<file path="config.mk">
export PLATFORM = sky130hd
export DESIGN_NAME = mbe_front_flat
export DESIGN_NICKNAME = d
export VERILOG_FILES = /design/src/rtl/mbe_pkg.sv /design/src/rtl/mbe_if.sv /design/src/rtl/mbe_front.sv /design/src/flat_wrapper.sv
export SDC_FILE = /design/constraint.sdc
export NUM_CORES = 2
export LEC_CHECK = 0
export BUFFER_PORTS_ARGS = -buffer_cell sky130_fd_sc_hd__buf_2
export CORE_ASPECT_RATIO = 1.4
export CORE_MARGIN = 1.5
export CORE_UTILIZATION = 56
export CTS_BUF_LIST = sky130_fd_sc_hd__clkbuf_4 sky130_fd_sc_hd__clkbuf_8
export CTS_CLUSTER_SIZE = 24
export DETAILED_ROUTE_END_ITERATION = 10
export GPL_TIMING_DRIVEN = 0
export PLACE_DENSITY = 0.83
export SYNTH_ARGS = -nofsm -noshare
export SYNTH_HDL_FRONTEND = slang
export SYNTH_SLANG_ARGS = --single-unit
</file>
<file path="constraint.sdc">
create_clock -name clk -period 9.6 [get_ports clk]
set_input_delay 2.88 -clock clk [delete_from_list [all_inputs] [get_ports clk]]
set_output_delay 2.88 -clock clk [all_outputs]
set_load 0.05 [all_outputs]
</file>
<file path="src/rtl/mbe_pkg.sv">
// shared types and constants for the mandelbrot escape-time block
`timescale 1ns / 1ps
package mbe_pkg;

  localparam int COORD_W   = 32;
  localparam int FRAC      = 28;
  localparam int OUT_FRAC  = 24;
  localparam int CNT_W     = 16;
  localparam int IDX_W     = 10;
  localparam int PIX_W     = 11;
  localparam int CFG_IDX_W = 3;
  localparam int MAG_OUT_W = 32;

  // z fits one bit over the coordinate width while the orbit is bounded
  localparam int Z_W      = COORD_W + 1;
  localparam int PROD_W   = 2 * COORD_W;
  localparam int SQ_W     = PROD_W - FRAC;
  localparam int SUM_W    = SQ_W + 1;
  localparam int M_W      = PROD_W - FRAC + 1;
  localparam int EXT_W    = SUM_W + 1;
  localparam int DIV_CNT_W = $clog2(COORD_W + 1);

  localparam logic [CFG_IDX_W-1:0] REG_VIEW_MIN_REAL = 3'd0;
  localparam logic [CFG_IDX_W-1:0] REG_VIEW_MIN_IMAG = 3'd1;
  localparam logic [CFG_IDX_W-1:0] REG_VIEW_MAX_REAL = 3'd2;
  localparam logic [CFG_IDX_W-1:0] REG_VIEW_MAX_IMAG = 3'd3;
  localparam logic [CFG_IDX_W-1:0] REG_COLUMNS       = 3'd4;
  localparam logic [CFG_IDX_W-1:0] REG_ROWS          = 3'd5;
  localparam logic [CFG_IDX_W-1:0] REG_ITER_LIMIT    = 3'd6;

  typedef logic signed [COORD_W-1:0] coord_t;

  typedef struct packed {
    coord_t cr;
    coord_t ci;
  } point_t;

  typedef struct packed {
    logic               neg_re;
    logic [COORD_W-1:0] mag_re;
    logic               neg_im;
    logic [COORD_W-1:0] mag_im;
  } step_t;

endpackage

</file>
<file path="src/rtl/mbe_if.sv">
// request and result channel interfaces
`timescale 1ns / 1ps
interface mbe_in_if;
  import mbe_pkg::*;
  logic             valid;
  logic             ready;
  logic [IDX_W-1:0] column;
  logic [IDX_W-1:0] row;
  modport source (output valid, output column, output row, input ready);
  modport sink (input valid, input column, input row, output ready);
endinterface


</file>
<file path="src/rtl/mbe_front.sv">
// front end: takes a pixel request and maps it onto the view
`timescale 1ns / 1ps
module mbe_front (
  input  logic            clk,
  input  logic            rst_n,
  mbe_in_if.sink          in_req,
  input  logic            hold_i,
  input  mbe_pkg::coord_t min_re_i,
  input  mbe_pkg::coord_t min_im_i,
  input  mbe_pkg::step_t  step_i,
  output logic            push_o,
  output mbe_pkg::point_t push_data_o,
  input  logic            full_i
);
  import mbe_pkg::*;

  localparam int P_W = COORD_W + IDX_W;
  localparam int T_W = P_W + 2;

  localparam logic [1:0] F_IDLE = 2'd0;
  localparam logic [1:0] F_MUL  = 2'd1;
  localparam logic [1:0] F_ADD  = 2'd2;

  logic [1:0]       state_r, state_nxt;
  logic [IDX_W-1:0] col_r, row_r;
  logic [P_W-1:0]   p_re_r, p_im_r;

  function automatic coord_t place(input coord_t base, input logic neg,
                                   input logic [P_W-1:0] p);
    logic signed [T_W-1:0] t;
    t = neg ? T_W'(base) - $signed({2'b00, p}) : T_W'(base) + $signed({2'b00, p});
    if (!t[T_W-1] && (|t[T_W-2:COORD_W-1])) begin
      place = {1'b0, {(COORD_W-1){1'b1}}};
    end else if (t[T_W-1] && !(&t[T_W-2:COORD_W-1])) begin
      place = {1'b1, {(COORD_W-1){1'b0}}};
    end else begin
      place = t[COORD_W-1:0];
    end
  endfunction

  assign in_req.ready = (state_r == F_IDLE) && !hold_i;
  assign push_o       = (state_r == F_ADD) && !full_i;
  assign push_data_o.cr = place(min_re_i, step_i.neg_re, p_re_r);
  assign push_data_o.ci = place(min_im_i, step_i.neg_im, p_im_r);

  always_comb begin
    state_nxt = state_r;
    unique case (state_r)
      F_IDLE: if (in_req.valid && in_req.ready) state_nxt = F_MUL;
      F_MUL:  state_nxt = F_ADD;
      F_ADD:  if (!full_i) state_nxt = F_IDLE;
      default: state_nxt = F_IDLE;
    endcase
  end

  always_ff @(posedge clk) begin
    if (!rst_n) begin
      state_r <= F_IDLE;
    end else begin
      state_r <= state_nxt;
    end
  end

  always_ff @(posedge clk) begin
    if (in_req.valid && in_req.ready) begin
      col_r <= in_req.column;
      row_r <= in_req.row;
    end
    if (state_r == F_MUL) begin
      p_re_r <= P_W'(step_i.mag_re) * P_W'(col_r);
      p_im_r <= P_W'(step_i.mag_im) * P_W'(row_r);
    end
  end

endmodule

</file>
<file path="src/flat_wrapper.sv">
// flat-port wrapper written by rule: the top's interface ports become plain ports
module mbe_front_flat import mbe_pkg::*;
  (clk, rst_n, hold_i, min_re_i, min_im_i, step_i, push_o, push_data_o, full_i, in_req_valid, in_req_column, in_req_row, in_req_ready);
  mbe_in_if in_req_i ();
  input  logic clk;
  input  logic rst_n;
  input  logic hold_i;
  input  mbe_pkg::coord_t min_re_i;
  input  mbe_pkg::coord_t min_im_i;
  input  mbe_pkg::step_t step_i;
  output logic push_o;
  output mbe_pkg::point_t push_data_o;
  input  logic full_i;
  input wire logic [$bits(in_req_i.valid)-1:0] in_req_valid;
  input wire logic [$bits(in_req_i.column)-1:0] in_req_column;
  input wire logic [$bits(in_req_i.row)-1:0] in_req_row;
  output wire logic [$bits(in_req_i.ready)-1:0] in_req_ready;
  assign in_req_i.valid = in_req_valid;
  assign in_req_i.column = in_req_column;
  assign in_req_i.row = in_req_row;
  assign in_req_ready = in_req_i.ready;
  mbe_front u_core (.clk(clk), .rst_n(rst_n), .in_req(in_req_i), .hold_i(hold_i), .min_re_i(min_re_i), .min_im_i(min_im_i), .step_i(step_i), .push_o(push_o), .push_data_o(push_data_o), .full_i(full_i));
endmodule
</file>
==> impl_results.md <==
- Layout cell share with drive strength beyond 1: 0.131
- Clock slew at reported path FFs: 0.15 ns
- Floorplan die height: 279 µm
- Combinational cell fraction of total power: 0.874
- CTS HTree Levels: 3
- Power density over the cells: 328 nW/µm²
- Internal Power: 5.25 mW
- R2R Path Start: u_core.col_r[3]
- Average routed wire per standard cell: 19.5 µm
- Hold Path Cell Cnt: 2
- Design area: 35100 µm²
- Type of origin of the critical path: input port
- Asr flop ratio synth: 0
- DRC viols: 0
- Count of endpoints failing hold in the final timing report: 0
- R2r setup slk: 2.05 ns
- Via Count: 26.7k
- Leakage Power: 16.4 nW
- Die area: 55700 µm²
- Max Buffers Root-to-Sink: 2
- Met1 Resource Use GR: 0.335
- Share of the clock period used by the worst path after layout: 1.05
- Worst max-slew margin expressed relative to the limit: 0.157
- Number of top-level pins: 221
- Syn Nets: 4434
- Filler instances: 4192
- Count of different cell masters after synthesis: 81
- Worst min-delay path startpoint: u_core.state_r[0]
- Fraction of power spent switching nets: 0.544
- Clock skew: 0.0421 ns
- Count of placed standard cells in the final layout, fillers left out: 4517
- Worst min-delay path class: reg2reg
- Routed Wire Length: 88.0 mm
- Maximum clock frequency: 99.5 MHz
- Post-synthesis register bit count: 106
- Switching power: 6.25 mW
- Placed inst area: 32800 µm²
- Outcome: finished, violations left
- Max FO, Critical Path: 6
- FF-to-FF path depth: 22
- Count of nets after finishing: 4661
- Number of port buffers: 157
- Clock network latency to the later pin of the worst-skew pair: 0.46 ns
- Flip-flop cell with the highest count after synthesis: sky130_fd_sc_hd__edfxtp_1
- Number of enable flip-flop cells after synthesis: 104
- Pin count of the biggest net entering global routing: 39
- Met2 track demand over resource: 0.551
- Global-route wire length before repair: 134 mm
- Post-Synthesis Cells: 3559
- GRT Residual Overflow: 0
- Detail-routed via count per cell: 5.90
- Type of destination of the critical path: output pin
- Max-slew violation count: 0
- Netlist area before placement: 30400 µm²
- Gpl congestion: 0.956
- Clock tree from TritonCTS: done
- Setup total negative slack: -17.52 ns
- Critical R2R Capture: u_core.p_re_r[41]
- Hpwl dp: 68.8 mm
- Count of antenna-violating nets left after detailed routing: 0
- Worst supply voltage drop on vdd: 0.190 mV
- Slew @ Worst Pin: 1.26 ns
- Vias in the first global route: 27.2k
- Overall Global Routing Usage: 0.307
- Fin worst setup slack: -0.448 ns
- Violated checks: setup timing
- Data arrival, critical path: 7.17 ns
- Synthesized area per cell: 8.53 µm²
- Width of the chip: 200 µm
- Number of antenna violations at the first check in global routing: 13
- Number of iterations in the first detailed-routing pass: 5
- Warning count from the yosys run: 0
- Area growth from synthesis to layout: 15.5%
- Global route hottest layer: met2
- Initial detailed-routing violation count: 1596
- Root Driver: sky130_fd_sc_hd__clkbuf_8
- Type of the worst setup path: in2out
- Standard-cell row count: 100
- Endpoint required time on the critical path: 6.72 ns
- Reg area: 3160 µm²
- Starting density of the core: 0.569
- Max-Cap Viols: 0
- Minimum clock period after layout: 10.05 ns
- Total number of clock tree sinks: 106
- Number of CTS-inserted buffers: 9
- Met3 demand-to-capacity share in global routing: 0.0457
- Post-Place Cells: 4432
- Setup violation total in the final timing report: 62
- Multi-input gate area in the final layout: 26000 µm²
- Flop pwr share: 0.099
- CORE AREA: 53400 µm²
- Share of the yosys chip area belonging to registers: 0.104
- RSZ-0062 raised after global routing: yes
- Hold EP: u_core.state_r[0]
- Clock network fraction of total power: 0.028
-- flip-flops by register name, summed over array words and instances, names as in the netlist --
name / flops
u_core.p_re_r: 42
u_core.state_r: 2
u_core.p_im_r: 42
u_core.col_r: 10
u_core.row_r: 10
-- kinds of logic after synthesis --
| logic type | after synthesis | share of synthesized area |
|---|---|---|
| XOR/XNOR | 220 | 0.0637 |
| adder cells (fa/ha/maj) | 720 | 0.415 |
| flip-flops | 106 | 0.104 |
| AND/OR/NAND/NOR | 1199 | 0.198 |
| AO/OA/AOI/OAI | 638 | 0.133 |
| multiplexers | 7 | 0.00235 |
| buffers and inverters | 669 | 0.0840 |
-- cell usage after synthesis (52+ instances only) --
library cell | number | share of area
sky130_fd_sc_hd__xor2_1 | 52 | 0.015
sky130_fd_sc_hd__nand2_1 | 429 | 0.053
sky130_fd_sc_hd__ha_1 | 242 | 0.10
sky130_fd_sc_hd__o21ai_0 | 82 | 0.014
sky130_fd_sc_hd__clkbuf_1 | 166 | 0.021
sky130_fd_sc_hd__a21oi_1 | 220 | 0.036
sky130_fd_sc_hd__xnor2_1 | 167 | 0.048
sky130_fd_sc_hd__and2_1 | 360 | 0.074
sky130_fd_sc_hd__nor2_1 | 165 | 0.020
sky130_fd_sc_hd__a21o_1 | 95 | 0.023
sky130_fd_sc_hd__inv_1 | 481 | 0.059
sky130_fd_sc_hd__edfxtp_1 | 104 | 0.10
sky130_fd_sc_hd__fa_1 | 478 | 0.32
-- power groups by stage --
stage	Combinational (mW)	Sequential (mW)	Clock [mW]
after floorplan	7.25	1.09	0
after global placement	8.97	1.13	0
after detailed placement	9.17	1.13	0
after CTS	9.60	1.12	0.319
after global routing	11.1	1.15	0.330
final	10.0	1.13	0.318
-- area by class of cell --
cell class                      instances  area share
Tap cell                              714      0.0255
Sequential cell                       106      0.0901
Buffer                                164      0.0267
Multi-Input combinational cell       2784       0.742
Inverter                              481      0.0516
Clock buffer                            9     0.00353
Timing Repair Buffer                  240      0.0575
Clock inverter                          7     0.00242
Antenna cell                           12    0.000856
-- worst max path at each step --
stage / from / endpoint / depth (start not counted) / slack, ns
floorplan: step_i[32] / push_data_o[17] / 18 / -0.07
global placement: step_i[65] / push_data_o[34] / 18 / -1.19
detailed placement: step_i[65] / push_data_o[34] / 18 / -1.19
CTS: step_i[32] / push_data_o[5] / 20 / -0.38
global route: step_i[32] / push_data_o[14] / 22 / -0.57
finish: step_i[32] / push_data_o[9] / 21 / -0.45
-- cells in the final DEF, fill, tap and decap left out, types with 32 or more instances in the layout --
cell	instances
sky130_fd_sc_hd__a21o_1	95
sky130_fd_sc_hd__xnor2_1	161
sky130_fd_sc_hd__ha_1	219
sky130_fd_sc_hd__buf_6	52
sky130_fd_sc_hd__o21ai_4	32
sky130_fd_sc_hd__inv_1	480
sky130_fd_sc_hd__xor2_1	52
sky130_fd_sc_hd__clkbuf_1	124
sky130_fd_sc_hd__edfxtp_1	104
sky130_fd_sc_hd__nand2_1	427
sky130_fd_sc_hd__o21ai_0	66
sky130_fd_sc_hd__nand3_1	38
sky130_fd_sc_hd__nor2_1	147
sky130_fd_sc_hd__a21oi_1	180
sky130_fd_sc_hd__buf_4	66
sky130_fd_sc_hd__nor3_1	43
sky130_fd_sc_hd__fa_1	477
sky130_fd_sc_hd__buf_2	101
sky130_fd_sc_hd__and2_1	357
-- worst max-delay path, stage by stage --
cell	delay (ns)
sky130_fd_sc_hd__clkbuf_16	0.13
sky130_fd_sc_hd__clkbuf_16	0.15
sky130_fd_sc_hd__clkbuf_16	0.16
sky130_fd_sc_hd__nor2_4	0.10
sky130_fd_sc_hd__xnor2_1	0.07
sky130_fd_sc_hd__ha_1	0.38
sky130_fd_sc_hd__a21oi_2	0.24
sky130_fd_sc_hd__o221a_4	0.24
sky130_fd_sc_hd__a31oi_4	0.09
sky130_fd_sc_hd__or4b_4	0.54
sky130_fd_sc_hd__a31oi_4	0.27
sky130_fd_sc_hd__o21ai_2	0.10
sky130_fd_sc_hd__nand2b_4	0.14
sky130_fd_sc_hd__a211o_1	0.25
sky130_fd_sc_hd__or4b_4	0.55
sky130_fd_sc_hd__o31ai_4	0.22
sky130_fd_sc_hd__buf_12	0.16
sky130_fd_sc_hd__buf_12	0.12
sky130_fd_sc_hd__buf_12	0.13
sky130_fd_sc_hd__o21ai_4	0.07
sky130_fd_sc_hd__buf_6	0.16
-- per-layer routing --
layer,vias to the layer above,wire length [µm]
met4,6,6080
met3,364,6310
met2,1229,44800
met1,13017,30800
met5,-,43
li1,12039,-
-- repair_timing --
| item | CTS | global route |
|---|---|---|
| pin swaps | 41 | 63 |
| gates resized for setup | 199 | 149 |
| hold buffers | 0 | 0 |
| cloned | 3 | 5 |
| setup buffers | 51 | 25 |
| endpoints found under the setup margin | 63 | 64 |
-- through the flow --
stage	total power, mW	hold slack (ns)	util	setup WS (ns)
5_1_grt	12.5	0.719	0.657	-0.574
2_1_floorplan	8.34	0.582	-	-0.0654
3_3_place_gp	10.1	0.630	0.613	-1.19
6_report	11.5	0.685	0.657	-0.448
4_1_cts	11.0	0.676	0.641	-0.384
3_5_place_dp	10.3	0.649	0.614	-1.19
No activity file was read; power rests on OpenSTA's default activity.
