`config.mk`:
```
export PLATFORM = sky130hd
export DESIGN_NAME = mbe_fifo
export DESIGN_NICKNAME = d
export VERILOG_FILES = /design/src/rtl/mbe_pkg.sv /design/src/rtl/mbe_fifo.sv
export SDC_FILE = /design/constraint.sdc
export NUM_CORES = 1
export LEC_CHECK = 0
export ABC_CLOCK_PERIOD_IN_PS = 7100
export BUFFER_PORTS_ARGS = -buffer_cell sky130_fd_sc_hd__buf_4
export CORE_MARGIN = 4
export CORE_UTILIZATION = 45
export CTS_BUF_LIST = sky130_fd_sc_hd__clkbuf_8 sky130_fd_sc_hd__clkbuf_16
export DETAILED_ROUTE_END_ITERATION = 7
export GPL_TIMING_DRIVEN = 0
export PLACE_DENSITY = 0.75
export SLEW_MARGIN = 20
export SYNTH_ARGS = -nofsm -noshare
export SYNTH_HDL_FRONTEND = slang
export SYNTH_SLANG_ARGS = --single-unit
```
`constraint.sdc`:
```
create_clock -name clk -period 7.1 [get_ports clk]
set_input_delay 0.355 -clock clk [delete_from_list [all_inputs] [get_ports clk]]
set_output_delay 0.355 -clock clk [all_outputs]
set_load 0.02 [all_outputs]
```
`src/rtl/mbe_pkg.sv`:
```
// shared types and constants for the mandelbrot escape-time block
`timescale 1ns / 1ps
package mbe_pkg;

  localparam int COORD_W   = 32;
  localparam int FRAC      = 28;
  localparam int OUT_FRAC  = 24;
  localparam int CNT_W     = 16;
  localparam int IDX_W     = 10;
  localparam int PIX_W     = 11;
  localparam int CFG_IDX_W = 3;
  localparam int MAG_OUT_W = 32;

  // z fits one bit over the coordinate width while the orbit is bounded
  localparam int Z_W      = COORD_W + 1;
  localparam int PROD_W   = 2 * COORD_W;
  localparam int SQ_W     = PROD_W - FRAC;
  localparam int SUM_W    = SQ_W + 1;
  localparam int M_W      = PROD_W - FRAC + 1;
  localparam int EXT_W    = SUM_W + 1;
  localparam int DIV_CNT_W = $clog2(COORD_W + 1);

  localparam logic [CFG_IDX_W-1:0] REG_VIEW_MIN_REAL = 3'd0;
  localparam logic [CFG_IDX_W-1:0] REG_VIEW_MIN_IMAG = 3'd1;
  localparam logic [CFG_IDX_W-1:0] REG_VIEW_MAX_REAL = 3'd2;
  localparam logic [CFG_IDX_W-1:0] REG_VIEW_MAX_IMAG = 3'd3;
  localparam logic [CFG_IDX_W-1:0] REG_COLUMNS       = 3'd4;
  localparam logic [CFG_IDX_W-1:0] REG_ROWS          = 3'd5;
  localparam logic [CFG_IDX_W-1:0] REG_ITER_LIMIT    = 3'd6;

  typedef logic signed [COORD_W-1:0] coord_t;

  typedef struct packed {
    coord_t cr;
    coord_t ci;
  } point_t;

  typedef struct packed {
    logic               neg_re;
    logic [COORD_W-1:0] mag_re;
    logic               neg_im;
    logic [COORD_W-1:0] mag_im;
  } step_t;

endpackage

```
`src/rtl/mbe_fifo.sv`:
```
// point queue between the front end and the iteration engine
`timescale 1ns / 1ps
module mbe_fifo #(
  parameter int DEPTH = 4
) (
  input  logic            clk,
  input  logic            rst_n,
  input  logic            push_i,
  input  mbe_pkg::point_t push_data_i,
  output logic            full_o,
  input  logic            pop_i,
  output mbe_pkg::point_t pop_data_o,
  output logic            empty_o
);
  import mbe_pkg::*;

  localparam int PTR_W = $clog2(DEPTH);
  localparam int CNT_W_Q = $clog2(DEPTH + 1);

  point_t             mem_r [DEPTH];
  logic [PTR_W-1:0]   wr_r, rd_r;
  logic [CNT_W_Q-1:0] cnt_r;

  assign full_o     = (cnt_r == CNT_W_Q'(DEPTH));
  assign empty_o    = (cnt_r == '0);
  assign pop_data_o = mem_r[rd_r];

  always_ff @(posedge clk) begin
    if (!rst_n) begin
      wr_r  <= '0;
      rd_r  <= '0;
      cnt_r <= '0;
    end else begin
      if (push_i) wr_r <= (wr_r == PTR_W'(DEPTH - 1)) ? '0 : wr_r + PTR_W'(1);
      if (pop_i)  rd_r <= (rd_r == PTR_W'(DEPTH - 1)) ? '0 : rd_r + PTR_W'(1);
      if (push_i && !pop_i) cnt_r <= cnt_r + CNT_W_Q'(1);
      else if (pop_i && !push_i) cnt_r <= cnt_r - CNT_W_Q'(1);
    end
  end

  always_ff @(posedge clk) begin
    if (push_i) mem_r[wr_r] <= push_data_i;
  end

  a_no_overflow: assert property (@(posedge clk) disable iff (!rst_n)
    push_i |-> !full_o) else $error("push into full queue");
  a_no_underflow: assert property (@(posedge clk) disable iff (!rst_n)
    pop_i |-> !empty_o) else $error("pop from empty queue");
  a_count_range: assert property (@(posedge clk) disable iff (!rst_n)
    cnt_r <= CNT_W_Q'(DEPTH)) else $error("queue count out of range");

endmodule

```
==> reports/metrics.yaml, run 1 <==
ys_async_sr_fraction: 0
cts_hold_buffers: 0
crit_type: "reg2out"
ys_seq_area_frac: 0.805
syn_to_final_growth_pct: 23.2
wirelength_um: 17500
final_common_cell: "edfxtp_1"
arrival_ns: 2.00
cts_root_buf: "clkbuf_16"
fin_worst_skew_ns: 0.0117
synthCells: 378
port_buffers: 133
die_y_um: 155
p_leak_nw: 4.12
critPathRequiredTime_ns: 6.74
die-area_sq_mm: 0.0241
place_congestion: 0.700
synth_flop_cell: "edfxtp_1"
grt_antenna_before_repair: 0
hold_viol_final: 0
fmax_ghz: 0.424
maxCapViolations: 0
drt-wirelength-per-cell_um: 20.8
min_path_type: "in2reg"
critPathLaunchType: "flip-flop"
cts_buffer_depth: 3
timing.final.crit_share: 0.332
drt_first_pass_iters: 4
via_count: 4408
cts_tree: "built"
rsz0062_at_grt: "no"
period_needed_ns: 2.36
drtIter0Drc: 198
cts_sinks: 265
status: "complete, no violations"
start_util: 0.462
cts_made_buffers: 26
drive_gt1_frac: 0.448
clk_latency_ns: 0.51
post_cts_buffers: 0
overflow: 0
core_sq_mm: 0.0212
grt.total_usage: 0.144
vdd_ir_drop_max_uv: 241
cellPowerDensity_mw_per_mm2: 291
setup_tns_ns: 0
grt_pass1_wl_um: 27100
grt_pass1_vias: 4904
yosys_register_bits: 265
setup-violations-final: 0
via_per_inst: 5.26
drc: 0
end_kind: "output pin"
grt_start_max_net_pins: 35
slew_headroom: 0.655
final_util: 0.569
mostFrequentLayoutCells: "edfxtp_1, buf_4, mux4_2"
num_rows: 53
synth_area_per_cell_sq_um: 25.8
ys_warn_count: 0
yosysUniqueCellTypes: 23
cts.htree.levels: 1
hold_slack_ns: 0.0404
insertedDiodeCount: 0
slew_violations: 0
crit_path_max_fanout: 10
pin_count: 134
route.antenna.remaining_nets: 0
tightestPinTransition_ns: 0.517
nNetsFinal: 618
syn_area_sq_mm: 0.00977
synth_edf_count: 256
dpl.hpwl_um: 11300
cts-resized-gates: 0
fp.dieW_um: 155
cts.clk_slew.worst_paths_ns: 0.06
synth_nets: 453
[registers in the layout (all words and copies together) (netlist names), named ones only]
register,count
cnt_r,3
rd_r,2
wr_r,2
mem_r,256
[kinds of logic after synthesis]
group | Yosys count | share of synthesized area
xor+xnor | 2 | 0.00179
mux | 68 | 0.153
fa+ha+maj | 7 | 0.00973
flops | 265 | 0.805
buf+inv | 18 | 0.0186
simple gates | 15 | 0.00922
compound gates | 3 | 0.00205
[power by group]
group	internal [mW]	leakage, nW	total [mW]	switching [mW]
Clock	0.760	0.425	1.30	0.540
Sequential	1.79	2.43	1.81	0.0186
Combinational	0.184	1.27	0.386	0.203
[synth_stat cells, types with 2 or more instances]
cell type  count  area share
edfxtp_1     256        0.79
mux4_2        60        0.14
dfxtp_1        9       0.018
buf_12         6       0.012
buf_2          6      0.0031
ha_1           6      0.0077
and2_1         5      0.0032
nor2b_1        5      0.0032
inv_1          4      0.0015
mux2i_1        4      0.0041
mux4_1         4       0.011
nor3_1         2      0.0010
[routing by layer]
metal / vias to the layer above / track usage / part of all wire
li1: 1949 / - / -
met1: 2306 / 0.189 / 0.41
met2: 119 / 0.246 / 0.52
met3: 34 / 0.0309 / 0.052
met4: 0 / 0.0388 / 0.021
met5: - / 0 / 0
[area by class of cell]
cell class              instances  area (sq um)
fillers                      1535          9120
flip-flops and latches        265          7870
multi-input cells              95          1730
repair buffers                137          1080
clock buffers                  27           676
well taps                     275           344
plain buffers                  14           166
clock inverters                21           154
inverters                       4          15.0
[worst paths after layout]
| kind | to | start | slack, ns | cells past startpoint |
|---|---|---|---|---|
| max | pop_data_o[52] | flip-flop | 4.74 | 4 |
| min | mem_r[2][46] | push_data_i[46] | 0.04 | 1 |
| max reg2reg | mem_r[0][5] | wr_r[0] | 5.30 | 4 |
| min reg2reg | cnt_r[2] | cnt_r[2] | 0.51 | 2 |
[per-stage QoR]
step                      setup WS, ns  instance area, sq um  instances  power [mW]
after floorplan                   4.62                  9770        378        2.06
after global placement            3.55                 11100        786        2.22
after detailed placement          5.18                 11200        790        2.24
after CTS                         4.68                 12000        838        3.54
after global routing              4.63                 12000        838        3.63
final                             4.74                 12000        838        3.50
[critical path, cell delays in order (launching register included)]
cell	delay, ns
dfxtp_1	0.30
clkbuf_2	0.28
buf_2	0.34
mux4_2	0.38
buf_4	0.18
Note: power is estimated with default switching activity, not from simulation.
==> run 2, diff against run 1 <==
--- a/config.mk
+++ b/config.mk
@@ -5,7 +5,7 @@
 export SDC_FILE = /design/constraint.sdc
 export NUM_CORES = 1
 export LEC_CHECK = 0
-export ABC_CLOCK_PERIOD_IN_PS = 7100
+export ABC_CLOCK_PERIOD_IN_PS = 2200
 export BUFFER_PORTS_ARGS = -buffer_cell sky130_fd_sc_hd__buf_4
 export CORE_MARGIN = 4
 export CORE_UTILIZATION = 45
==> constraint.sdc (replaced) <==
create_clock -name clk -period 2.2 [get_ports clk]
set_input_delay 0.11 -clock clk [delete_from_list [all_inputs] [get_ports clk]]
set_output_delay 0.11 -clock clk [all_outputs]
set_load 0.02 [all_outputs]
==> run 2 against run 1 <==
Sequential cell count unchanged. Via count up 3.9%. Global-route usage up 0.77 points. Sequential power rose to 3.2 times the previous value. Critical endpoint is now pop_data_o[2].
==> reports/metrics.yaml, run 2 (synthesis results as in run 1) <==
n_fill_cell: 1460  # -4.9%
critPathRequiredTime_ns: 2.09  # -4.65 ns
drtIter0Drc: 151  # -24%
drc: 0  # unchanged
arrival_ns: 1.97  # -0.03 ns
power.share.switching: 0.216  # -0.00152
grt_pass1_vias: 5158  # +5.2%
worst_path_largest_cell_delay_ns: 0.35  # -0.03 ns
final_common_cell: "edfxtp_1"
fmax_ghz: 0.481
core_sq_mm: 0.0212  # unchanged
crit_path_max_fanout: 10  # unchanged
grt_start_max_net_pins: 40  # +14%
total_power_mw: 11.4  # +220%
slew_violations: 0  # unchanged
rsz0062_at_grt: "no"
route.antenna.remaining_nets: 0  # unchanged
dpl.hpwl_um: 10800  # -3.7%
slew_headroom: 0.586  # -0.0693
port_buffers: 133  # unchanged
vdd_ir_drop_max_uv: 655  # +170%
fin_worst_skew_ns: 0.00611  # -0.00561 ns
fp.dieW_um: 155  # unchanged
p_seq_frac: 0.514  # -0.004
overflow: 0  # unchanged
grt_antenna_before_repair: 1  # +1
cts_tree: "built"
worst_slack_ns: 0.122  # -4.62 ns
worstPathCellList: "clkbuf_2, buf_2, mux4_2, buf_4"
status: "complete, no violations"
via_per_inst: 5.06  # -3.7%
cts.clk_slew.worst_paths_ns: 0.06  # about the same
drt-wirelength-per-cell_um: 20.1  # -3.8%
cts.htree.levels: 1  # unchanged
cts_buffer_depth: 3  # unchanged
num_rows: 53  # unchanged
grt_pass1_wl_um: 28600  # +5.3%
pwr-share-clk: 0.367  # -0.005
drive_gt1_frac: 0.394  # -0.0540
timing.final.crit_share: 0.944
hold_viol_final: 0  # unchanged
pin_count: 134  # unchanged
setup_tns_ns: 0  # unchanged
cts_made_buffers: 27  # +3.8%
wirelength_um: 18200  # +3.9%
die_y_um: 155  # unchanged
nNetsFinal: 686  # +11%
largest_reg_flops: 256  # unchanged
dpl_worst_slack_ns: 0.365  # -4.81 ns
grt.total_usage: 0.152  # +0.00773
start_util: 0.462  # unchanged
maxCapViolations: 0  # unchanged
cts_root_buf: "clkbuf_16"
drt_first_pass_iters: 4  # unchanged
crit_type: "reg2out"
critPathLaunchType: "flip-flop"
insertedDiodeCount: 0  # unchanged
cts_sinks: 265  # unchanged
place_congestion: 0.698  # -0.27%
clk_latency_ns: 0.50  # about the same
cpMaxStageDelayCell: "mux4_2"
mostFrequentLayoutCells: "edfxtp_1, buf_4, dlygate4sd3_1"
setup-violations-final: 0  # unchanged
end_kind: "output pin"
tightestPinTransition_ns: 0.621  # +0.104 ns
cellPowerDensity_mw_per_mm2: 893  # +210%
min_path_type: "in2reg"
p_leak_nw: 4.40  # +6.9%
top_regs: "mem_r (256), cnt_r (3)"
power_switching_mw: 2.45  # +220%
power.internal_mw: 8.90  # +230%
period_needed_ns: 2.08
p_comb_frac: 0.119  # +0.009
via_count: 4582  # +3.9%
die-area_sq_mm: 0.0241  # unchanged
syn_to_final_growth_pct: 30.1
regMostFlops: "mem_r"
## run 2: cell type report
| type | count | area (sq um) | share of cell area |
|---|---|---|---|
| Multi-Input combinational cell | 95 | 1730 | 0.136 |
| Tap cell | 275 | 344 | 0.0271 |
| Timing Repair Buffer | 204 | 1760 | 0.138 |
| Buffer | 14 | 176 | 0.0139 |
| Clock buffer | 27 | 676 | 0.0532 |
| Sequential cell | 265 | 7870 | 0.619 |
| Clock inverter | 21 | 143 | 0.0112 |
| Inverter | 4 | 15.0 | 0.00118 |
## run 2: repair_timing
item,4_1_cts,5_1_grt
setup endpoints to repair,0,9
hold endpoints to repair,265,0
gates resized for setup,0,4
hold buffers,67,0
buffers inserted,0,0
## run 2: metal layers
metal,GRT usage,vias up,share of wire
met5,0,-,0.00072
met4,0.0379,2,0.019
met3,0.0312,30,0.055
met2,0.266,134,0.52
met1,0.196,2334,0.41
li1,-,2082,-
## run 2: stage by stage
stage | std cells | utilization | area, sq um | hold slack [ns]
after detailed placement | 790 | 0.530 | 11200 | 0.314
after global routing | 905 | 0.601 | 12700 | 0.327
after floorplan | 378 | - | 9770 | 0.209
final | 905 | 0.601 | 12700 | 0.340
after global placement | 786 | 0.525 | 11100 | 0.308
after CTS | 905 | 0.600 | 12700 | 0.311
## run 2: worst paths after layout
check	start	to	slack, ns	depth (start not counted)
setup / recovery	flip-flop	pop_data_o[2]	0.12	4
hold / removal	push_data_i[20]	mem_r[0][20]	0.34	2
setup reg to reg	wr_r[0]	mem_r[3][2]	0.40	3
hold reg to reg	cnt_r[2]	cnt_r[2]	0.53	2
## run 2: power groups by stage
stage	clock, mW	combinational, mW	sequential, mW
after floorplan	0	0.715	5.93
after global placement	0	1.22	5.94
after detailed placement	0	1.27	5.95
after CTS	4.30	1.38	5.84
after global routing	4.52	1.44	5.85
final	4.16	1.35	5.84
## run 2: worst max-delay path: cells and delay by family, from the launching register on
family / cells / cell delay (ns)
muxes: 1 / 0.35
DFF: 1 / 0.32
buffers and inverters: 3 / 0.79
==> run 3, diff against run 2 <==
--- a/config.mk
+++ b/config.mk
@@ -8,11 +8,12 @@
 export ABC_CLOCK_PERIOD_IN_PS = 2200
 export BUFFER_PORTS_ARGS = -buffer_cell sky130_fd_sc_hd__buf_4
 export CORE_MARGIN = 4
-export CORE_UTILIZATION = 45
+export CORE_UTILIZATION = 48
 export CTS_BUF_LIST = sky130_fd_sc_hd__clkbuf_8 sky130_fd_sc_hd__clkbuf_16
 export DETAILED_ROUTE_END_ITERATION = 7
 export GPL_TIMING_DRIVEN = 0
-export PLACE_DENSITY = 0.75
+export PLACE_DENSITY = 0.78
+export SKIP_CTS_REPAIR_TIMING = 1
 export SLEW_MARGIN = 20
 export SYNTH_ARGS = -nofsm -noshare
 export SYNTH_HDL_FRONTEND = slang
==> run 3 against run 2 <==
Sequential power hardly changed. Critical endpoint unchanged. Clock-buffer cell count is the same. Worst hold slack improved by 0.0032 ns. First-iteration DRC count increased by 32%. Combinational power about the same. Die area down 5.9%. Utilization rose by 4.5 points.
==> reports/metrics.yaml, run 3 (synthesis results as in run 1) <==
hold_slack_ns: 0.343  # +0.00320 ns
placed_area_sq_mm: 0.0112  # -0.18%
min_path_type: "in2reg"
mostFrequentLayoutCells: "edfxtp_1, buf_4, dlygate4sd3_1"
reg2regPathDepth: 4  # +1
die_y_um: 151  # -3.0%
cts_root_buf: "clkbuf_16"
pin_count: 134  # unchanged
top_regs: "mem_r (256), cnt_r (3)"
crit_type: "reg2out"
wirelength_um: 17900  # -1.4%
fmax_ghz: 0.475  # -1.3%
critPathLaunchType: "flip-flop"
maxCapViolations: 0  # unchanged
r2r_start: "wr_r[0]"
nNetsFinal: 686  # unchanged
cts_made_buffers: 27  # unchanged
n_fill_cell: 1256  # -14%
core_sq_mm: 0.0197  # -6.8%
regMostFlops: "mem_r"
period_needed_ns: 2.10  # +0.0274 ns
hold_viol_final: 0  # unchanged
reg2reg_slack_ns: 0.46  # +0.06 ns
cts_tree: "built"
place_inst: 780  # -1.3%
via_per_inst: 5.16  # +1.9%
insertedDiodeCount: 0  # unchanged
via_count: 4607  # +0.55%
clk_latency_ns: 0.51  # about the same
largest_reg_flops: 256  # unchanged
grt_pass1_wl_um: 26500  # -7.2%
cpMaxStageDelayCell: "mux4_2"
worstPathCellList: "buf_6, buf_12, mux4_2, buf_4"
p_leak_nw: 4.43  # +0.61%
grt_start_max_net_pins: 34  # -15%
grt.total_usage: 0.154  # +0.00178
place_congestion: 0.714  # +2.4%
r2r-end: "mem_r[0][57]"
overflow: 0  # unchanged
start_util: 0.495  # +0.0336
grt_pass1_vias: 4730  # -8.3%
syn_to_final_growth_pct: 30.4
path_buf_inv: 3  # unchanged
cp.depth: 4  # unchanged
setup-violations-final: 0  # unchanged
design_area_sq_mm: 0.0127  # +0.22%
slew_headroom: 0.644  # +0.0576
num_rows: 51  # -3.8%
end_kind: "output pin"
route.antenna.remaining_nets: 0  # unchanged
cts_buffer_depth: 3  # unchanged
critPathTopFamily: "buffers and inverters"
cts.clk_slew.worst_paths_ns: 0.06  # about the same
tightestPinTransition_ns: 0.535  # -0.0864 ns
slew_violations: 0  # unchanged
crit_path_max_fanout: 10  # unchanged
drc: 0  # unchanged
final_common_cell: "edfxtp_1"
worst_path_largest_cell_delay_ns: 0.54  # +0.19 ns
rsz0062_at_grt: "no"
total_power_mw: 11.6  # +1.9%
cts.htree.levels: 1  # unchanged
drt_first_pass_iters: 5  # +1
port_buffers: 133  # unchanged
drive_gt1_frac: 0.401  # +0.00762
arrival_ns: 1.99  # +0.02 ns
status: "complete, no violations"
dpl.hpwl_um: 10700  # -0.99%
timing.final.crit_share: 0.957  # +0.0124
drtIter0Drc: 200  # +32%
layout.cells.non_filler: 893  # -1.3%
vdd_ir_drop_max_uv: 710  # +8.5%
cts_sinks: 265  # unchanged
critPathRequiredTime_ns: 2.09  # about the same
fp.dieW_um: 151  # -3.0%
crit_end: "pop_data_o[2]"
fin_worst_skew_ns: 0.0106  # +0.00450 ns
die-area_sq_mm: 0.0227  # -5.9%
cellPowerDensity_mw_per_mm2: 909  # +1.7%
drt-wirelength-per-cell_um: 20.1  # about the same
grt_antenna_before_repair: 0  # -1
run 3: cell types whose count changed in the layout (fill, tap and decap cells not counted):
cell,previous run,this run
buf_12,9,10
clkinv_2,2,5
clkinvlp_4,1,0
clkbuf_4,4,5
bufinv_16,2,4
buf_16,1,0
buf_2,2,1
clkinv_1,7,1
run 3: worst min path at each step:
stage                   endpoint  depth (start not counted)  slack, ns            start
CTS                 mem_r[1][32]                          1      -0.23  push_data_i[32]
detailed placement  mem_r[1][32]                          1       0.31  push_data_i[32]
global route        mem_r[1][26]                          2       0.32  push_data_i[26]
finish              mem_r[1][33]                          2       0.34  push_data_i[33]
global placement     mem_r[1][0]                          1       0.31   push_data_i[0]
floorplan            mem_r[0][0]                          0       0.21   push_data_i[0]
run 3: per-stage QoR:
step	setup TNS (ns)	setup WS (ns)	utilization
after floorplan	0	0.410	-
after global placement	-33.66	-0.149	0.563
after detailed placement	0	0.439	0.567
after CTS	0	0.0127	0.611
after global routing	0	0.0122	0.646
final	0	0.0950	0.646
run 3: power breakdown:
| part | total (mW) | leakage (nW) | internal, mW | switching, mW |
|---|---|---|---|---|
| Combinational | 1.35 | 1.55 | 0.671 | 0.675 |
| Clock | 4.38 | 0.457 | 2.68 | 1.71 |
| Sequential | 5.84 | 2.43 | 5.78 | 0.0600 |
run 3: area by class of cell:
cell class	instances	area, sq um	area share
clock buffers	27	676	0.0531
inverters	4	15.0	0.00118
repair buffers	204	1750	0.137
plain buffers	14	179	0.0140
well taps	265	332	0.0260
multi-input cells	95	1730	0.136
clock inverters	19	188	0.0147
flip-flops and latches	265	7870	0.618
run 3: worst reg2reg max path, stage by stage (launching register included):
cell     delay, ns
dfxtp_1       0.36
inv_1         0.11
ha_1          0.15
and2_4        0.48
buf_12        0.29
run 3: routing by layer:
| metal | vias up | global-route usage | routed length [um] |
|---|---|---|---|
| met5 | - | 0 | 0 |
| met4 | 0 | 0.0363 | 181 |
| met3 | 17 | 0.0367 | 966 |
| met2 | 143 | 0.262 | 9390 |
| met1 | 2363 | 0.203 | 7370 |
| li1 | 2084 | - | - |
